File: src/rtl/kstt_pkg.sv
package kstt_pkg;

  localparam int POS_W = 32;
  localparam int VAR_W = 32;
  localparam int UNC_W = 32;
  localparam int NOISE_W = 16;
  localparam int SD_W = 24;
  localparam int GAIN_W = 25;
  localparam int NUM_W = 32;
  localparam int DEN_W = 41;
  localparam int MUL_A_W = 33;
  localparam int MUL_B_W = 25;
  localparam int PROD_W = MUL_A_W + MUL_B_W;
  localparam int CFG_IDX_W = 3;
  localparam int CFG_DATA_W = 32;
  localparam logic [GAIN_W-1:0] GAIN_ONE = GAIN_W'(1) << 24;

  typedef enum logic [CFG_IDX_W-1:0] {
    REG_HOME_READY = 3'd0,
    REG_INITIAL_VARIANCE = 3'd1,
    REG_PROCESS_NOISE = 3'd2,
    REG_SENSOR_SIGMA = 3'd3,
    REG_LOCK_TRACE_THRESHOLD = 3'd4,
    REG_CONFIDENT_STD_THRESHOLD = 3'd5
  } cfg_idx_t;

  typedef struct packed {
    logic track_sel;
    logic signed [POS_W-1:0] meas_east;
    logic signed [POS_W-1:0] meas_north;
    logic [UNC_W-1:0] uncertainty;
  } meas_t;

  typedef struct packed {
    logic track_id;
    logic signed [POS_W-1:0] east_pos;
    logic signed [POS_W-1:0] north_pos;
    logic [SD_W-1:0] std_dev;
    logic confident;
    logic is_locked;
    logic [UNC_W-1:0] reported_uncertainty;
  } result_t;

  typedef struct packed {
    logic busy;
    logic done;
  } unit_sts_t;

endpackage

File: src/rtl/kstt_divider.sv
module kstt_divider
  import kstt_pkg::*;
(
  input  logic              clk,
  input  logic              rst,
  input  logic              start,
  input  logic [NUM_W-1:0]  num,
  input  logic [DEN_W-1:0]  den,
  output logic [GAIN_W-1:0] quot,
  output unit_sts_t         sts
);

  localparam int REM_W = DEN_W + 1;
  localparam int CNT_W = $clog2(GAIN_W + 1);

  logic [REM_W-1:0] rem;
  logic [CNT_W-1:0] cnt;
  logic             ge;
  logic [REM_W-1:0] diff;

  assign ge = rem >= REM_W'(den);
  assign diff = rem - REM_W'(den);

  always_ff @(posedge clk) begin
    if (rst) begin
      sts <= '0;
      cnt <= '0;
    end else begin
      sts.done <= 1'b0;
      if (start) begin
        rem <= REM_W'(num);
        quot <= '0;
        cnt <= '0;
        sts.busy <= 1'b1;
      end else if (sts.busy) begin
        rem <= ge ? {diff[REM_W-2:0], 1'b0} : {rem[REM_W-2:0], 1'b0};
        quot <= {quot[GAIN_W-2:0], ge};
        cnt <= cnt + CNT_W'(1);
        if (cnt == CNT_W'(GAIN_W - 1)) begin
          sts.busy <= 1'b0;
          sts.done <= 1'b1;
        end
      end
    end
  end

endmodule

File: src/rtl/kstt_isqrt.sv
module kstt_isqrt
  import kstt_pkg::*;
#(
  parameter int IN_W = 34
) (
  input  logic              clk,
  input  logic              rst,
  input  logic              start,
  input  logic [IN_W-1:0]   radicand,
  output logic [IN_W/2-1:0] root,
  output unit_sts_t         sts
);

  localparam int RT_W = IN_W / 2;
  localparam int RW = RT_W + 2;
  localparam int CNT_W = $clog2(RT_W + 1);

  logic [IN_W-1:0]  val;
  logic [RW-1:0]    rem;
  logic [CNT_W-1:0] cnt;
  logic [RW-1:0]    rem_sh;
  logic [RW-1:0]    trial;
  logic             ge;

  assign rem_sh = {rem[RW-3:0], val[IN_W-1:IN_W-2]};
  assign trial = {root, 2'b01};
  assign ge = rem_sh >= trial;

  always_ff @(posedge clk) begin
    if (rst) begin
      sts <= '0;
      cnt <= '0;
    end else begin
      sts.done <= 1'b0;
      if (start) begin
        val <= radicand;
        rem <= '0;
        root <= '0;
        cnt <= '0;
        sts.busy <= 1'b1;
      end else if (sts.busy) begin
        val <= {val[IN_W-3:0], 2'b00};
        rem <= ge ? rem_sh - trial : rem_sh;
        root <= {root[RT_W-2:0], ge};
        cnt <= cnt + CNT_W'(1);
        if (cnt == CNT_W'(RT_W - 1)) begin
          sts.busy <= 1'b0;
          sts.done <= 1'b1;
        end
      end
    end
  end

endmodule

File: src/rtl/kalman_static_target_tracker_unit.sv
// Two-dimensional Kalman estimator for static targets, one variance per track. A measurement
// beat is taken only while the sequencer is idle; a result beat waits in an output register,
// so the next measurement may be taken before the result is collected. An update uses the
// bit-per-cycle gain divider, one shared 33x25 multiplier used four times, and the
// bit-per-cycle square root of the trace. A result still waiting for its beat holds the
// sequencer in its last state. A measurement while home_ready is zero, or for a track at or
// above NUM_TRACKS, is dropped and gives no result.
module kalman_static_target_tracker_unit
  import kstt_pkg::*;
#(
  parameter int NUM_TRACKS = 2,
  parameter int POS_FRAC_BITS = 16
) (
  input  logic                  clk,
  input  logic                  rst,
  input  logic                  meas_valid,
  output logic                  meas_ready,
  input  meas_t                 meas,
  output logic                  res_valid,
  input  logic                  res_ready,
  output result_t               res,
  input  logic                  cfg_valid,
  output logic                  cfg_ready,
  input  logic [CFG_IDX_W-1:0]  cfg_index,
  input  logic [CFG_DATA_W-1:0] cfg_data
);

  localparam int IDX_W = (NUM_TRACKS > 1) ? $clog2(NUM_TRACKS) : 1;
  localparam int SH_L = (2 * POS_FRAC_BITS >= 24) ? 2 * POS_FRAC_BITS - 24 : 0;
  localparam int SH_R = (2 * POS_FRAC_BITS >= 24) ? 0 : 24 - 2 * POS_FRAC_BITS;
  localparam int SQ_RAW = VAR_W + 1 + SH_L;
  localparam int SQ_W = SQ_RAW + (SQ_RAW % 2);
  localparam int RT_W = SQ_W / 2;
  localparam int SDX_W = (RT_W > SD_W) ? RT_W : SD_W;

  typedef enum logic [4:0] {
    S_IDLE, S_DECIDE, S_R_MUL, S_S_ADD, S_DIV_GO, S_DIV_WAIT, S_E_MUL, S_E_ADD,
    S_N_MUL, S_N_ADD, S_V_MUL, S_V_ADD, S_LOCK, S_SQ_GO, S_SQ_WAIT, S_OUT
  } state_t;

  state_t state;

  logic                  home_ready;
  logic [VAR_W-1:0]      initial_variance;
  logic [NOISE_W-1:0]    process_noise;
  logic [NOISE_W-1:0]    sensor_sigma;
  logic [VAR_W-1:0]      lock_trace_threshold;
  logic [SD_W-1:0]       confident_std_threshold;

  logic [NUM_TRACKS-1:0] track_started;
  logic [NUM_TRACKS-1:0] track_frozen;
  logic [POS_W-1:0]      east_estimate [NUM_TRACKS];
  logic [POS_W-1:0]      north_estimate [NUM_TRACKS];
  logic [VAR_W-1:0]      variance [NUM_TRACKS];

  meas_t                 item;
  logic [IDX_W-1:0]      trk;
  logic [POS_W-1:0]      est_e;
  logic [POS_W-1:0]      est_n;
  logic [VAR_W-1:0]      var_cur;
  logic [VAR_W-1:0]      p;
  logic [DEN_W-1:0]      s;
  logic [GAIN_W-1:0]     k;
  logic                  neg;
  logic [SD_W-1:0]       sd;

  logic [MUL_A_W-1:0]    mul_a;
  logic [MUL_B_W-1:0]    mul_b;
  logic [PROD_W-1:0]     prod;
  logic [PROD_W-1:0]     prod_rnd;

  logic [VAR_W:0]        p_sum;
  logic [DEN_W-1:0]      r;
  logic [MUL_A_W-1:0]    diff;
  logic [MUL_A_W-1:0]    mag;
  logic [POS_W-1:0]      d;
  logic [POS_W-1:0]      est_sel;
  logic [POS_W-1:0]      est_upd;
  logic [VAR_W:0]        trace;
  logic [SQ_W-1:0]       sq_in;
  logic [RT_W-1:0]       root;
  logic [SDX_W-1:0]      root_x;
  logic [SD_W-1:0]       sd_sat;

  logic                  div_start;
  logic [GAIN_W-1:0]     div_q;
  unit_sts_t             div_sts;
  logic                  sq_start;
  unit_sts_t             sq_sts;

  assign meas_ready = (state == S_IDLE);
  assign cfg_ready = 1'b1;
  assign div_start = (state == S_DIV_GO);
  assign sq_start = (state == S_SQ_GO);

  assign p_sum = {1'b0, variance[trk]} + (VAR_W + 1)'(process_noise);
  assign prod_rnd = prod + (PROD_W'(1) << 23);
  assign r = DEN_W'((prod + PROD_W'(128)) >> 8);

  // east in the east phases, north otherwise
  assign est_sel = (state == S_E_MUL || state == S_E_ADD) ? est_e : est_n;
  always_comb begin
    if (state == S_E_MUL) begin
      diff = {item.meas_east[POS_W-1], item.meas_east} - {est_e[POS_W-1], est_e};
    end else begin
      diff = {item.meas_north[POS_W-1], item.meas_north} - {est_n[POS_W-1], est_n};
    end
  end
  assign mag = diff[MUL_A_W-1] ? -diff : diff;
  assign d = prod_rnd[24 +: POS_W];
  assign est_upd = neg ? est_sel - d : est_sel + d;

  always_comb begin
    case (state)
      S_R_MUL: begin
        mul_a = MUL_A_W'(item.uncertainty);
        mul_b = MUL_B_W'(sensor_sigma);
      end
      S_E_MUL, S_N_MUL: begin
        mul_a = mag;
        mul_b = k;
      end
      default: begin
        mul_a = MUL_A_W'(p);
        mul_b = GAIN_ONE - k;
      end
    endcase
  end

  assign trace = {var_cur, 1'b0};
  assign sq_in = (SQ_W'(trace) << SH_L) >> SH_R;
  assign root_x = SDX_W'(root);
  assign sd_sat = (root_x > SDX_W'({SD_W{1'b1}})) ? {SD_W{1'b1}} : root_x[SD_W-1:0];

  kstt_divider u_div (
    .clk   (clk),
    .rst   (rst),
    .start (div_start),
    .num   (p),
    .den   (s),
    .quot  (div_q),
    .sts   (div_sts)
  );

  kstt_isqrt #(.IN_W(SQ_W)) u_sqrt (
    .clk      (clk),
    .rst      (rst),
    .start    (sq_start),
    .radicand (sq_in),
    .root     (root),
    .sts      (sq_sts)
  );

  always_ff @(posedge clk) begin
    prod <= mul_a * mul_b;
  end

  always_ff @(posedge clk) begin
    if (rst) begin
      state <= S_IDLE;
      res_valid <= 1'b0;
      track_started <= '0;
      track_frozen <= '0;
      home_ready <= 1'b1;
      initial_variance <= 32'd1677721600;
      process_noise <= 16'd168;
      sensor_sigma <= 16'd6554;
      lock_trace_threshold <= 32'd4194304;
      confident_std_threshold <= 24'd16384;
    end else begin
      if (cfg_valid) begin
        case (cfg_idx_t'(cfg_index))
          REG_HOME_READY: home_ready <= cfg_data[0];
          REG_INITIAL_VARIANCE: initial_variance <= cfg_data;
          REG_PROCESS_NOISE: process_noise <= cfg_data[NOISE_W-1:0];
          REG_SENSOR_SIGMA: sensor_sigma <= cfg_data[NOISE_W-1:0];
          REG_LOCK_TRACE_THRESHOLD: lock_trace_threshold <= cfg_data;
          REG_CONFIDENT_STD_THRESHOLD: confident_std_threshold <= cfg_data[SD_W-1:0];
          default: ;
        endcase
      end
      if (res_valid && res_ready) begin
        res_valid <= 1'b0;
      end
      case (state)
        S_IDLE: begin
          if (meas_valid) begin
            item <= meas;
            trk <= IDX_W'(meas.track_sel);
            state <= S_DECIDE;
          end
        end
        S_DECIDE: begin
          if (!home_ready || 32'(item.track_sel) >= NUM_TRACKS) begin
            state <= S_IDLE;
          end else if (track_frozen[trk]) begin
            est_e <= east_estimate[trk];
            est_n <= north_estimate[trk];
            var_cur <= variance[trk];
            state <= S_SQ_GO;
          end else if (!track_started[trk]) begin
            est_e <= item.meas_east;
            est_n <= item.meas_north;
            var_cur <= initial_variance;
            east_estimate[trk] <= item.meas_east;
            north_estimate[trk] <= item.meas_north;
            variance[trk] <= initial_variance;
            track_started[trk] <= 1'b1;
            state <= S_LOCK;
          end else begin
            est_e <= east_estimate[trk];
            est_n <= north_estimate[trk];
            p <= p_sum[VAR_W] ? {VAR_W{1'b1}} : p_sum[VAR_W-1:0];
            state <= S_R_MUL;
          end
        end
        S_R_MUL: state <= S_S_ADD;
        S_S_ADD: begin
          s <= DEN_W'(p) + r;
          state <= S_DIV_GO;
        end
        S_DIV_GO: state <= S_DIV_WAIT;
        S_DIV_WAIT: begin
          if (div_sts.done) begin
            k <= (s == '0) ? '0 : div_q;
            state <= S_E_MUL;
          end
        end
        S_E_MUL: begin
          neg <= diff[MUL_A_W-1];
          state <= S_E_ADD;
        end
        S_E_ADD: begin
          est_e <= est_upd;
          state <= S_N_MUL;
        end
        S_N_MUL: begin
          neg <= diff[MUL_A_W-1];
          state <= S_N_ADD;
        end
        S_N_ADD: begin
          est_n <= est_upd;
          state <= S_V_MUL;
        end
        S_V_MUL: state <= S_V_ADD;
        S_V_ADD: begin
          var_cur <= prod_rnd[24 +: VAR_W];
          variance[trk] <= prod_rnd[24 +: VAR_W];
          east_estimate[trk] <= est_e;
          north_estimate[trk] <= est_n;
          state <= S_LOCK;
        end
        S_LOCK: begin
          if (trace < {1'b0, lock_trace_threshold}) begin
            track_frozen[trk] <= 1'b1;
          end
          state <= S_SQ_GO;
        end
        S_SQ_GO: state <= S_SQ_WAIT;
        S_SQ_WAIT: begin
          if (sq_sts.done) begin
            sd <= sd_sat;
            state <= S_OUT;
          end
        end
        S_OUT: begin
          if (!res_valid) begin
            res.track_id <= item.track_sel;
            res.east_pos <= est_e;
            res.north_pos <= est_n;
            res.std_dev <= sd;
            res.confident <= (sd < confident_std_threshold) || track_frozen[trk];
            res.is_locked <= track_frozen[trk];
            res.reported_uncertainty <= track_frozen[trk] ? '0 : item.uncertainty;
            res_valid <= 1'b1;
            state <= S_IDLE;
          end
        end
        default: state <= S_IDLE;
      endcase
    end
  end

endmodule

File: config.mk
export PLATFORM = sky130hd
export DESIGN_NAME = kalman_static_target_tracker_unit
export DESIGN_NICKNAME = d
export VERILOG_FILES = /design/src/rtl/kstt_pkg.sv /design/src/rtl/kstt_divider.sv /design/src/rtl/kstt_isqrt.sv /design/src/rtl/kalman_static_target_tracker_unit.sv
export SDC_FILE = /design/constraint.sdc
export NUM_CORES = 2
export LEC_CHECK = 0
export BUFFER_PORTS_ARGS = -buffer_cell sky130_fd_sc_hd__buf_2
export CELL_PAD_IN_SITES_DETAIL_PLACEMENT = 1
export CELL_PAD_IN_SITES_GLOBAL_PLACEMENT = 2
export CORE_UTILIZATION = 42
export DETAILED_ROUTE_END_ITERATION = 6
export GPL_TIMING_DRIVEN = 0
export PLACE_DENSITY_LB_ADDON = 0.1
export RECOVER_POWER = 25
export SLEW_MARGIN = 10
export SYNTH_ARGS = -nofsm -noshare
export SYNTH_HDL_FRONTEND = slang
export SYNTH_SLANG_ARGS = --single-unit
File: constraint.sdc
create_clock -name clk -period 12.9 [get_ports clk]
set_clock_uncertainty 0.2 [all_clocks]
set_input_delay 1.935 -clock clk [delete_from_list [all_inputs] [get_ports clk]]
set_output_delay 1.935 -clock clk [all_outputs]
set_load 0.03 [all_outputs]
* Yosys cells after proc, flatten, opt, wreduce, memory -nomap -nowiden
Memory sizes are Yosys's and may differ from the RTL's. A register that Yosys moved wholly into a read port is not among the register bits. Index checks and enable logic that the tools add are counted.
Storage, ports and cells: flip-flop bits (word level) 789, memory bits (writable) 192, bits of input ports 137, word-level logic and storage cells 212, memories 3
Memory list:
- east_estimate | depth 2, width 32, rd ports 1, clocked after Yosys merged registers in 1, wr ports 1, RTL line kalman_static_target_tracker_unit.sv:52 | logic [POS_W-1:0] east_estimate [NUM_TRACKS];
- north_estimate | depth 2, width 32, rd ports 1, clocked after Yosys merged registers in 1, wr ports 1, RTL line kalman_static_target_tracker_unit.sv:53 | logic [POS_W-1:0] north_estimate [NUM_TRACKS];
- variance | depth 2, width 32, rd ports 1, clocked after Yosys merged registers in 1, wr ports 1, RTL line kalman_static_target_tracker_unit.sv:54 | logic [VAR_W-1:0] variance [NUM_TRACKS];
Operators by class: add/subtract/negate cells 14, multipliers 1, $lt $le $gt $ge 7, equality and inequality tests 28, muxes and demuxes 66, bitwise operators 11, reductions and logical operators 38
Operator list (number):
- $mux W32 | 15
- $pmux W32 S2 | 3
- $mux W42 | 3
- $pmux W5 S16 | 1
- $mux W33 | 2
- $pmux W33 S2 | 1
- $sub A32 B32 Y33 | 2
- $mux W21 | 3
- $add A56 B24 Y56 const B | 1
- $mul A33 B25 Y56 | 1
- $pmux W25 S2 | 1
- $add A49 B8 Y49 const B | 1
- $ge A42 B41 Y1 | 1
- $add A32 B41 Y41 | 1
- $logic_not A41 Y1 | 1
- $mux W41 | 1
- $sub A41 B41 Y41 | 1
- $eq A5 B4 Y1 const B | 8
- $add A32 B16 Y33 | 1
- $lt A33 B32 Y1 | 1
- $neg A33 Y33 | 1
- $add A32 B32 Y32 | 1
- $sub A32 B32 Y32 | 1
- $mux W25 | 1
- other kinds (38) | 112

* Logic depth before layout (Yosys ltp)
word-level depth 9, depth in mapped cells 46

* Hierarchy
Synthesis repeated with hierarchy kept, for this count alone.
Unflattened totals: cell total of the unflattened synthesis 8142, area total of the unflattened synthesis 79781.5 um^2
By module, submodules not included:
- kalman_static_target_tracker_unit | times used 1, cells each 7095, area an instance 68941.1 um^2
- kstt_divider | times used 1, cells each 628, area an instance 5826.8 um^2
- kstt_isqrt | times used 1, cells each 419, area an instance 5013.6 um^2

* Worst setup path after synthesis
Ideal clock, no wire load.
path kind input to register, from in rst, to reg res[0] in the netlist's numbering, enable pin, library setup time 0.746 ns, arrival time 10.429 ns, setup slack 1.525 ns, stages on the path 3, path buffers 2, cell sequence clkbuf_1 clkbuf_1 nor3_1
On the way: cells in the longest elaborated chain, start to end 2
Ends and longest elaborated chain:
- from (decl) | RTL line kalman_static_target_tracker_unit.sv:15 | input logic rst,
- $not A1 Y1 (no line)
- $reduce_and A3 Y1 (no line)
- to (decl) | RTL line kalman_static_target_tracker_unit.sv:21 | output result_t res,
No other way between the ends. A chain may end at the register's enable or synchronous reset.

* Worst setup path in the final report
from reg est_n[12], to reg prod[55]
On the way: cells in the longest elaborated chain, start to end 6
Ends and longest elaborated chain:
- from (decl) | RTL line kalman_static_target_tracker_unit.sv:59 | logic [POS_W-1:0] est_n;
- from (signal assigned) | RTL line kalman_static_target_tracker_unit.sv:198 | est_n <= north_estimate[trk];
- from (signal assigned) | RTL line kalman_static_target_tracker_unit.sv:203 | est_n <= item.meas_north;
- from (signal assigned) | RTL line kalman_static_target_tracker_unit.sv:212 | est_n <= north_estimate[trk];
- $sub A32 B32 Y33 * | RTL line kalman_static_target_tracker_unit.sv:106 | diff = {item.meas_north[POS_W-1], item.meas_north} - {est_n[POS_W-1], est_n};
- $mux W33 * | RTL line kalman_static_target_tracker_unit.sv:103 | if (state == S_E_MUL) begin
- $neg A33 Y33 | RTL line kalman_static_target_tracker_unit.sv:109 | assign mag = diff[MUL_A_W-1] ? -diff : diff;
- $mux W33 * | RTL line kalman_static_target_tracker_unit.sv:109
- $pmux W33 S2 * | RTL line kalman_static_target_tracker_unit.sv:114 | case (state)
- $mul A33 B25 Y56 * | RTL line kalman_static_target_tracker_unit.sv:155 | prod <= mul_a * mul_b;
- to (signal assigned) | RTL line kalman_static_target_tracker_unit.sv:155
- to (decl) | RTL line kalman_static_target_tracker_unit.sv:69 | logic [PROD_W-1:0] prod;
Mark *: on every way between the ends. The rest lies on a longest branch, timed or not.

==> insert_results.sql <==
INSERT INTO impl_metrics (metric_group, metric, value, unit) VALUES
('hold_path', 'hold_path.class', 'reg -> reg', ''),
('floorplanning', 'die_x', '436', 'um'),
('yosys', 'synth.yosys.warnings', '0', ''),
('drt', 'routedWlPerCell', '29.6', 'um'),
('worst_setup_path', 'worstSetupPathType', 'reg -> reg', ''),
('cells_and_area', 'area_of_the_multi_input_gates', '47300', 'um2'),
('hold_path', 'min_from', 'lock_trace_threshold[20]$_SDFFE_PP0P_', ''),
('yosys', 'yosysSeqAreaShare', '34.0', '%'),
('grt', 'number_of_antenna_violations_at_the_first_check_in_global_routing', '14', ''),
('yosys', 'synth_top_flop_cell', 'sky130_fd_sc_hd__edfxtp_1', ''),
('cells_and_area', 'final_core_utilization', '47.4', '%'),
('yosys', 'synth-edff-count', '767', ''),
('placement', 'place.port_buffers', '258', ''),
('grt', 'grt.total_usage', '35.2', '%'),
('cts', 'ctsRootBufferMaster', 'sky130_fd_sc_hd__clkbuf_16', ''),
('cells_and_area', 'drive_above_1_share', '9.15', '%'),
('cells_and_area', 'area.sequential', '26900', 'um2'),
('placement', 'worst_setup_timing_slack_at_the_placement_stage', '-1.56', 'ns'),
('cells_and_area', 'nNetsFinal', '10000', ''),
('job', 'max_cap_violations', '3', ''),
('worst_setup_path', 'critical_path.endpoint_type', 'flip-flop', ''),
('worst_setup_path', 'max_stage_delay', '0.66', 'ns'),
('sta', 'timing.final.max_slew_violations', '105', ''),
('cts', 'cts_hold_buffers', '0', ''),
('yosys', 'synth_cell_type_count', '100', ''),
('worst_setup_path', 'worstPathMaxFanout', '10', ''),
('cts', 'cts.path.max_buffers', '3', ''),
('cts', 'tritoncts.num_buffers', '110', ''),
('outcome', 'run_status', 'complete, but fails checks', ''),
('yosys', 'synth_cells', '8296', ''),
('yosys', 'postSynth.asyncResetShare', '0', '%'),
('sta', 'finalWorstSetupSlack', '0.276', 'ns'),
('placement', 'placer_s_final_routability_congestion_estimate', '0.995', ''),
('worst_setup_path', 'cp.arrival', '13.06', 'ns'),
('cts', 'number_of_sinks_on_the_clock_net', '961', ''),
('floorplanning', 'die_height', '436', 'um'),
('worst_setup_path', 'cp-start-kind', 'flip-flop', ''),
('worst_setup_path', 'slowest_stage', 'sky130_fd_sc_hd__o21a_1', ''),
('floorplanning', 'die-area', '190000', 'um2'),
('drt', 'firstDrtPassIters', '6', ''),
('sta', 'finalCriticalPeriod', '12.62', 'ns'),
('drt', 'drcViolationCount', '0', ''),
('drt', 'routed_wirelength', '337', 'mm'),
('grt', 'first_global_vias', '68400', ''),
('sta', 'rsz0062_at_grt', 'yes', ''),
('worst_setup_path', 'critical_path_required', '13.34', 'ns'),
('yosys', 'yosys_register_bits', '961', ''),
('worst_setup_path', 'timing.critical_path.buf_inv', '6', ''),
('worst_setup_path', 'r2r-start', 'est_n[12]$_DFFE_PP_', ''),
('worst_setup_path', 'rrSetupSlack', '0.28', 'ns'),
('drt', 'drt-vias-per-instance', '5.75', ''),
('grt', 'global_route_wire_length_before_repair', '484', 'mm'),
('drt', 'drtIter0Drc', '5268', ''),
('cts', 'clock_latency', '0.80', 'ns'),
('floorplanning', 'fp.coreArea', '188000', 'um2'),
('sta', 'finalSetupTns', '0', 'ns'),
('cells_and_area', 'area_growth_syn_to_layout', '12.2', '%'),
('yosys', 'synth.cell_area', '79200', 'um2'),
('placement', 'detailed_place_hpwl', '279', 'mm'),
('grt', 'maximum_number_of_pins_on_one_net_before_global_route_repair', '50', ''),
('worst_setup_path', 'critical_path.startpoint', 'est_n[12]$_DFFE_PP_', ''),
('yosys', 'post_synth.cell_area_avg', '9.55', 'um2'),
('cts', 'cts.reportedPaths.clkPinSlew', '0.06', 'ns'),
('drt', 'drtAntennaViolNets', '0', ''),
('cells_and_area', 'final.fill_count', '21400', ''),
('worst_setup_path', 'worst_path_dominant_cell_family', 'adder cells', ''),
('sta', 'final_hold_viol_count', '0', ''),
('sta', 'fin_crit_sh', '97.9', '%'),
('sta', 'slew_headroom', '-97.4', '%'),
('outcome', 'violated_checks', 'max-capacitance violations, max-slew violations', ''),
('floorplanning', 'boundary_pin_count', '263', ''),
('floorplanning', 'start_util', '42.2', '%'),
('sta', 'maximum_clock_frequency', '79.2', 'MHz'),
('grt', 'gr_ovfl_total', '0', ''),
('drt', 'vias', '65200', ''),
('sta', 'setup_viol_count_final', '0', ''),
('cts', 'count_of_h_tree_levels_built_during_cts', '3', ''),
('worst_setup_path', 'cpMostUsedCell', 'sky130_fd_sc_hd__fa_1', ''),
('sta', 'finalHoldWorstSlack', '0.254', 'ns'),
('floorplanning', 'rows', '159', ''),
('cts', 'cts_tree', 'done', ''),
('sta', 'worst-slew-pin-transition', '2.96', 'ns');
cell families after synthesis:
group	after synthesis	share of synthesized area (%)
buf+inv	1460	6.98
flops	961	34.0
simple gates	2677	15.5
mux	218	2.89
compound gates	1479	11.9
other cells	2	0.00948
fa+ha+maj	1158	25.0
xor+xnor	341	3.79
through the flow:
step,std cells,area (um2)
after floorplan,8298,79200
after global placement,11100,83700
after detailed placement,11100,84800
after CTS,11300,88800
after global routing,11300,88900
final,11400,88900
worst register-to-register path: cells and delay by family, from the launching register on:
kind	cells	cell delay, ns
buf+inv	6	1.31
flops	1	0.53
xor+xnor	3	1.09
simple gates	7	1.62
compound gates	13	3.12
fa+ha+maj	9	4.61
per-layer routing:
layer / vias to the layer above / track usage [%] / part of all wire, %
met5: - / 0 / 0.0039
met4: 2 / 18.8 / 6.5
li1: 28800 / - / -
met1: 33500 / 45.1 / 41
met3: 675 / 4.64 / 6.1
met2: 2267 / 57.9 / 47
flip-flops by register name, summed over array words and instances, names as in the netlist, 25 cells and up, named ones only:
signal and count:
est_n 32, p 32, u_div.rem 42, res 120, u_div.quot 25, prod 49
item 96, variance 64, var_cur 32, initial_variance 32, east_estimate 64, lock_trace_threshold 32
s 41, u_sqrt.val 33, north_estimate 64, k 25, est_e 32
worst paths after layout:
| kind | to | cells after the start |
|---|---|---|
| setup / recovery | prod[55]$_DFF_P_ | 38 |
| hold / removal | lock_trace_threshold[20]$_SDFFE_PP0P_ | 2 |
| setup reg to reg | prod[55]$_DFF_P_ | 38 |
| hold reg to reg | lock_trace_threshold[20]$_SDFFE_PP0P_ | 2 |
cell usage in the layout (no fill, tap or decap), types with 85 or more instances in the layout:
cell type                      n
sky130_fd_sc_hd__xor2_1      141
sky130_fd_sc_hd__and2_1      185
sky130_fd_sc_hd__nor3_1      109
sky130_fd_sc_hd__edfxtp_1    767
sky130_fd_sc_hd__nor2_1      520
sky130_fd_sc_hd__buf_2       277
sky130_fd_sc_hd__clkbuf_1    317
sky130_fd_sc_hd__dfxtp_1     194
sky130_fd_sc_hd__fa_1        714
sky130_fd_sc_hd__o21ai_0     352
sky130_fd_sc_hd__nand3_1     124
sky130_fd_sc_hd__inv_1      1072
sky130_fd_sc_hd__o211ai_1     85
sky130_fd_sc_hd__a21o_1      122
sky130_fd_sc_hd__a21oi_1     414
sky130_fd_sc_hd__ha_1        444
sky130_fd_sc_hd__mux2i_1     134
sky130_fd_sc_hd__nand2_1    1248
sky130_fd_sc_hd__xnor2_1     198
sky130_fd_sc_hd__clkbuf_16   116
synthesized netlist by cell type, types with 134 or more instances:
master	n	share of area, %
sky130_fd_sc_hd__inv_1	1072	5.1
sky130_fd_sc_hd__a21oi_1	419	2.6
sky130_fd_sc_hd__and2_1	216	1.7
sky130_fd_sc_hd__dfxtp_1	194	4.9
sky130_fd_sc_hd__clkbuf_1	338	1.6
sky130_fd_sc_hd__xnor2_1	198	2.2
sky130_fd_sc_hd__nor2_1	525	2.5
sky130_fd_sc_hd__xor2_1	142	1.6
sky130_fd_sc_hd__fa_1	714	18
sky130_fd_sc_hd__o21ai_0	359	2.3
sky130_fd_sc_hd__edfxtp_1	767	29
sky130_fd_sc_hd__mux2i_1	134	1.7
sky130_fd_sc_hd__ha_1	444	7.0
sky130_fd_sc_hd__nand2_1	1248	5.9
area by class of cell:
| type | instances | share of cell area (%) |
|---|---|---|
| repair buffers | 351 | 2.45 |
| diodes | 9 | 0.0253 |
| inverters | 1073 | 4.53 |
| plain buffers | 378 | 1.73 |
| well taps | 2495 | 3.51 |
| flip-flops and latches | 961 | 30.3 |
| multi-input cells | 5877 | 53.2 |
| clock buffers | 146 | 3.49 |
| clock inverters | 60 | 0.833 |
what timing repair did:
| item | CTS | global route |
|---|---|---|
| endpoints found under the setup margin | 40 | 21 |
| pin swaps | 1 | 4 |
| resized for setup | 66 | 52 |
| buffers inserted | 4 | 6 |
Power is left out: the tool's default activity adds up to more than one toggle a clock period on the data nets, which glitch-free logic cannot reach.
